**config.mk**
```make
export PLATFORM = sky130hd
export DESIGN_NAME = aam_sequencer
export DESIGN_NICKNAME = d
export VERILOG_FILES = /design/src/hw/rtl/aam_pkg.sv /design/src/hw/rtl/aam_sequencer.sv
export SDC_FILE = /design/constraint.sdc
export NUM_CORES = 1
export LEC_CHECK = 0
export ABC_AREA = 1
export BUFFER_PORTS_ARGS = -buffer_cell sky130_fd_sc_hd__buf_2
export CAP_MARGIN = 25
export CELL_PAD_IN_SITES_DETAIL_PLACEMENT = 0
export CELL_PAD_IN_SITES_GLOBAL_PLACEMENT = 1
export CORE_MARGIN = 2
export CORE_UTILIZATION = 35
export CTS_CLUSTER_DIAMETER = 40
export DETAILED_ROUTE_END_ITERATION = 10
export PLACE_DENSITY_LB_ADDON = 0.1
export SETUP_SLACK_MARGIN = 0.02
export SLEW_MARGIN = 40
export SYNTH_ARGS = -nofsm -noshare
export SYNTH_HDL_FRONTEND = slang
export SYNTH_SLANG_ARGS = --single-unit
```
**constraint.sdc**
```tcl
create_clock -name clk -period 5.9 [get_ports clk]
set_clock_uncertainty 0.15 [all_clocks]
set_input_delay 0.59 -clock clk [delete_from_list [all_inputs] [get_ports clk]]
set_output_delay 0.59 -clock clk [all_outputs]
set_load 0.1 [all_outputs]
```
**src/hw/rtl/aam_pkg.sv**
```systemverilog
package aam_pkg;

	// Field widths of the streaming interface.
	localparam int AAM_VALUE_W    = 64;
	localparam int AAM_INDEX_W    = 16;
	localparam int AAM_POS_W      = 10;
	localparam int AAM_CFG_DATA_W = 17;
	localparam int AAM_CFG_IDX_W  = 2;

	// Inner positions addressable through the 10-bit position field.
	localparam int AAM_POS_LIMIT = 1024;

	// Default table depth, and the largest axis length the block accepts.
	localparam int AAM_MAX_INNER = 1024;
	localparam int AAM_MAX_AXIS  = 65536;

	localparam int AAM_AXIS_HI_INT = (AAM_MAX_AXIS < 65536) ? AAM_MAX_AXIS : 65536;
	localparam logic [AAM_CFG_DATA_W-1:0] AAM_AXIS_HI = AAM_CFG_DATA_W'(AAM_AXIS_HI_INT);
	localparam logic [AAM_INDEX_W-1:0] AAM_AXIS_LAST = AAM_INDEX_W'(AAM_AXIS_HI_INT - 1);

	// Configuration register indexes.
	localparam logic [AAM_CFG_IDX_W-1:0] CFG_FIND_MINIMUM = 2'd0;
	localparam logic [AAM_CFG_IDX_W-1:0] CFG_AXIS_LENGTH  = 2'd1;
	localparam logic [AAM_CFG_IDX_W-1:0] CFG_INNER_LENGTH = 2'd2;

	// One accepted element, decoded against the running counters.
	typedef struct packed {
		logic [AAM_VALUE_W-1:0] key;        // sign-flipped value, compares unsigned
		logic [AAM_POS_W-1:0]   pos;
		logic [AAM_INDEX_W-1:0] step;
		logic                   first;      // first element along the axis
		logic                   last_axis;
		logic                   last_inner;
	} aam_item_t;

	// Occupancy of the update stage.
	typedef struct packed {
		logic valid;
		logic last_axis;
	} aam_stage_t;

	// Result leaving the update stage.
	typedef struct packed {
		logic [AAM_INDEX_W-1:0] best_index;
		logic [AAM_POS_W-1:0]   pos;
		logic                   last_inner;
	} aam_result_t;

endpackage

```
**src/hw/rtl/aam_sequencer.sv**
```systemverilog
module aam_sequencer
	import aam_pkg::*;
#(
	parameter int MAX_INNER = AAM_MAX_INNER
) (
	input  logic                      clk,
	input  logic                      arst_n,
	input  logic                      cfg_we,
	input  logic [AAM_CFG_IDX_W-1:0]  cfg_index,
	input  logic [AAM_CFG_DATA_W-1:0] cfg_data,
	input  logic                      accept,
	input  logic [AAM_VALUE_W-1:0]    value,
	output aam_item_t                 item,
	output logic                      find_minimum
);

	localparam int INNER_HI_INT = (MAX_INNER < AAM_POS_LIMIT) ? MAX_INNER : AAM_POS_LIMIT;
	localparam logic [AAM_POS_W:0]   INNER_HI   = (AAM_POS_W + 1)'(INNER_HI_INT);
	localparam logic [AAM_POS_W-1:0] INNER_LAST = AAM_POS_W'(INNER_HI_INT - 1);

	logic                   find_minimum_q;
	logic [AAM_INDEX_W-1:0] axis_last_q;
	logic [AAM_POS_W-1:0]   inner_last_q;
	logic [AAM_INDEX_W-1:0] axis_cnt_q;
	logic [AAM_POS_W-1:0]   inner_cnt_q;

	logic [AAM_POS_W:0]     inner_data;
	logic [AAM_INDEX_W-1:0] axis_last_new;
	logic [AAM_POS_W-1:0]   inner_last_new;
	logic [AAM_POS_W-1:0]   pos;
	logic [AAM_INDEX_W-1:0] step;
	logic                   last_axis;
	logic                   last_inner;

	assign inner_data = cfg_data[AAM_POS_W:0];

	// Lengths are stored as their last index; zero acts as one, large values saturate.
	always_comb begin
		if (cfg_data == '0) begin
			axis_last_new = '0;
		end else if (cfg_data > AAM_AXIS_HI) begin
			axis_last_new = AAM_AXIS_LAST;
		end else begin
			axis_last_new = AAM_INDEX_W'(cfg_data - 1'b1);
		end
		if (inner_data == '0) begin
			inner_last_new = '0;
		end else if (inner_data > INNER_HI) begin
			inner_last_new = INNER_LAST;
		end else begin
			inner_last_new = AAM_POS_W'(inner_data - 1'b1);
		end
	end

	always_ff @(posedge clk or negedge arst_n) begin
		if (!arst_n) begin
			find_minimum_q <= 1'b0;
			axis_last_q    <= '0;
			inner_last_q   <= '0;
		end else if (cfg_we) begin
			unique case (cfg_index)
				CFG_FIND_MINIMUM: find_minimum_q <= cfg_data[0];
				CFG_AXIS_LENGTH:  axis_last_q    <= axis_last_new;
				CFG_INNER_LENGTH: inner_last_q   <= inner_last_new;
				default: ;
			endcase
		end
	end

	// A counter past a shortened length counts as sitting on the last position.
	assign pos        = (inner_cnt_q > inner_last_q) ? inner_last_q : inner_cnt_q;
	assign step       = (axis_cnt_q > axis_last_q) ? axis_last_q : axis_cnt_q;
	assign last_axis  = (step == axis_last_q);
	assign last_inner = (pos == inner_last_q);

	always_ff @(posedge clk or negedge arst_n) begin
		if (!arst_n) begin
			axis_cnt_q  <= '0;
			inner_cnt_q <= '0;
		end else if (accept) begin
			if (last_inner) begin
				inner_cnt_q <= '0;
				axis_cnt_q  <= last_axis ? '0 : step + 1'b1;
			end else begin
				inner_cnt_q <= pos + 1'b1;
			end
		end
	end

	always_comb begin
		item.key        = {~value[AAM_VALUE_W-1], value[AAM_VALUE_W-2:0]};
		item.pos        = pos;
		item.step       = step;
		item.first      = (axis_cnt_q == '0);
		item.last_axis  = last_axis;
		item.last_inner = last_inner;
	end

	assign find_minimum = find_minimum_q;

endmodule

```
==> results.md <==
* CTS tree: built
* RSZ-0062 raised after global routing: no
* Final WS setup at 1.15 ns
* CP top delay family: simple AND/OR/NAND/NOR gates
* Yosys reg bits at 53
* Area contributors post-synth: dfrtp_1 26%, nand2_1 15%, buf_4 9.6%
* CP endpoint kind: output port
* Worst Path Buf+Inv at 3
* # setup viols final at 0
* Final Hold Viols at 0
* Flop-to-flop setup slack at 1.69 ns
* Port Buffers at 54
* Postcts setup bufs at 0
* Initial antenna violation count at 0
* Pre-CTS WS at 1.49 ns
* Fillers at 1628
* Slew headroom at 50.9%
* First-pass GRT wire length at 24100 µm
* Max Slew Vio Count at 0
* Setup_tns at 0 ns
* Final WL at 14700 µm
* Critical path's slowest cell: nand2_4
* Net switching power at 1.01 mW
* Clk pwr share at 19.2%
* Crit path time final at 4.75 ns
* Critical Path Max Stage Delay at 0.63 ns
* Actual slew at the worst max-slew pin at 0.735 ns
* Total number of vias at 4705
* Placer Congestion at 0.817
* Critical path, cell by cell: inv_1 -> ha_1 -> nand4_1 -> nor3_2 -> nand3_2 -> nand2_4 -> nand2_1 -> nand2_1 -> nand2_1 -> nand2_1 -> nand3_1 -> nor2_1 -> nand2_1 -> inv_1 -> buf_2
* Status: finished clean
* Sw Share at 53.3%
* Top cell type's share of synthesized area at 25.7%
* Initial Util at 35.7%
* Share of cells above drive strength 1 at 14.6%
* Syn Area/Cell at 6.67 µm²
* Iter 0 DRT Violations at 261
* Clk pin slew, worst setup/hold paths at 0.07 ns
* Logic pwr share at 55.4%
* Post-synthesis sequential area ratio at 25.7%
* Fin area at 5240 µm²
* Post-CTS Resized at 0
* P_int at 0.882 mW
* Final net count at 870
* Site row count at 44
* Critical Path AT at 4.01 ns
* Final period util at 80.6%
* Ports at 181
* Routed Antenna Nets at 0
* Worst VDD drop at 250 µV
* Worst path most repeated cell: nand2_1
* Reg2Reg Launch Point: axis_last_q[9]
* Max frequency at 210 MHz
* Vias in the first global route at 4597
* Max FO, Critical Path at 53
* Diodes inserted at 0
* Detail Placement HPWL at 11500 µm
* Mapped cell area at 5170 µm²
* Tot Pwr at 1.89 mW
* Largest net degree at the start of global routing at 54
* Gr ovfl total at 0
* Max Cap Violations at 0
* Syn Nets at 891
* CTS buffer count at 5
* Die area at 15800 µm²
* Reg2reg end: axis_cnt_q[0]
* Distinct cells, synth at 36
* YS warnings at 0
* Hold_buf cts at 0
* Sequential power share at 25.4%
* P&R area growth vs syn at 1.45%
* Die extent in y at 126 µm
* Dpl cell area at 5060 µm²
* WL/cell at 15.7 µm
* Reg2reg path depth at 15
* Clk root buf: clkbuf_16
* Width of the die at 126 µm
* Mapped Cells at 775
* GRT Total Usage at 19.0%
* Critical path type: reg -> out
* P_leak at 2.80 nW
* Critical Path Source Type: flip-flop
* DRC Markers at 0
* Power Dens Cells at 360 nW/µm²
* Core box area at 14500 µm²
* Crit path required time at 5.16 ns
* Max Root-Sink Buffers at 2
* H-tree depth at 2
* CTS sink count at 53
* Worst hold slack at 0.185 ns
* Clk Latency, worst-skew pair at 0.31 ns
* Area leader, netlist: dfrtp_1
* Worst min-delay path class: in -> async
* 1st-pass router iterations at 5
* Post-DR vias/cell at 5.01
cell families after synthesis:
logic type | count (synthesis) | synth area share (%)
adder cells (fa/ha/maj) | 29 | 7.02
AND/OR/NAND/NOR | 395 | 34.1
flip-flops | 53 | 25.7
AO/OA/AOI/OAI | 96 | 11.0
XOR/XNOR | 17 | 2.88
buffers and inverters | 185 | 19.4
flip-flops by register name (all words and copies together) (netlist names):
name	flops
inner_cnt_q	10
axis_last_q	16
find_minimum	1
inner_last_q	10
axis_cnt_q	16
worst register-to-register path, stage by stage (launching register included):
cell and delay (ns):
dfrtp_1 0.39, inv_1 0.11, ha_1 0.32, nand4_1 0.11, nor3_2 0.27, nand3_2 0.51
nand2_4 0.63, nand2_1 0.14, nand2_1 0.20, nand2_1 0.07, nand2_1 0.06, nand3_1 0.10
nor2_1 0.13, nand2_1 0.14, nand2_1 0.58, o21ai_0 0.16
power by group through the flow:
stage	clock network, mW	logic (mW)	registers, mW
floorplan	0	1.07	0.481
detailed placement	0	1.05	0.488
CTS	0.373	1.05	0.480
finish	0.363	1.05	0.480
global placement	0	1.04	0.486
global route	0.389	1.15	0.490
cells in the final DEF, fill, tap and decap left out, types with 3 or more instances in the layout:
| cell | synthesis | final |
|---|---|---|
| ha_1 | 29 | 29 |
| xor2_1 | 13 | 13 |
| nor2_1 | 60 | 59 |
| o21ai_0 | 32 | 32 |
| nor2_2 | 6 | 7 |
| nand3_1 | 88 | 88 |
| clkbuf_16 | 0 | 5 |
| nand2_2 | 11 | 11 |
| o21ai_1 | 9 | 9 |
| inv_2 | 5 | 5 |
| nor3_2 | 3 | 3 |
| o22ai_1 | 20 | 20 |
| inv_1 | 95 | 95 |
| xnor2_1 | 4 | 4 |
| a21oi_1 | 17 | 17 |
| nand4_1 | 11 | 11 |
| nand2_1 | 201 | 201 |
| dfrtp_1 | 53 | 53 |
| o21ai_2 | 13 | 13 |
| buf_2 | 3 | 54 |
| nor3_1 | 5 | 5 |
cell type report:
cell class                 instances  area, µm²  share of cell area (%)
inverter                         100        375                    7.16
tap                              184        230                    4.39
clock buffer                       7        143                    2.72
clock inverter                     1       30.0                   0.573
timing repair buffer              57        297                    5.65
multi-input combinational        537       2840                    54.2
sequential                        53       1330                    25.3
through the flow:
stage | util [%] | instances
floorplan | - | 775
global placement | 35.0 | 931
detailed placement | 35.0 | 931
CTS | 36.2 | 939
global route | 36.2 | 939
finish | 36.2 | 939
worst max path at each step:
stage / cells after the start / endpoint / slack, ns / from
floorplan: 3 / item[2] / 1.63 / axis_cnt_q[3]
global placement: 15 / item[1] / 1.50 / axis_last_q[9]
detailed placement: 15 / item[1] / 1.49 / axis_last_q[9]
CTS: 15 / item[1] / 1.14 / axis_last_q[9]
global route: 15 / item[1] / 0.67 / axis_last_q[11]
finish: 15 / item[1] / 1.15 / axis_last_q[9]
metal layers:
| metal | global-route usage, % | up-vias | wire length [µm] |
|---|---|---|---|
| met3 | 3.17 | 38 | 674 |
| met1 | 26.7 | 2156 | 7270 |
| met4 | 6.34 | 0 | 298 |
| li1 | - | 2397 | - |
| met2 | 29.7 | 114 | 6460 |
| met5 | 0 | - | 0 |
cell usage after synthesis, drive strengths merged:
cell type,n
nand2,214
inv,100
nand3,90
buf,76
nor2,67
o21ai,54
dfrtp,53
ha,29
o22ai,20
a21oi,17
xor2,13
nand4,11
clkbuf,9
nor3,9
xnor2,4
a21o,2
nor3b,2
o21bai,2
nand3b,1
nor4,1
o21a,1
Note: power is estimated with default switching activity, not from simulation.
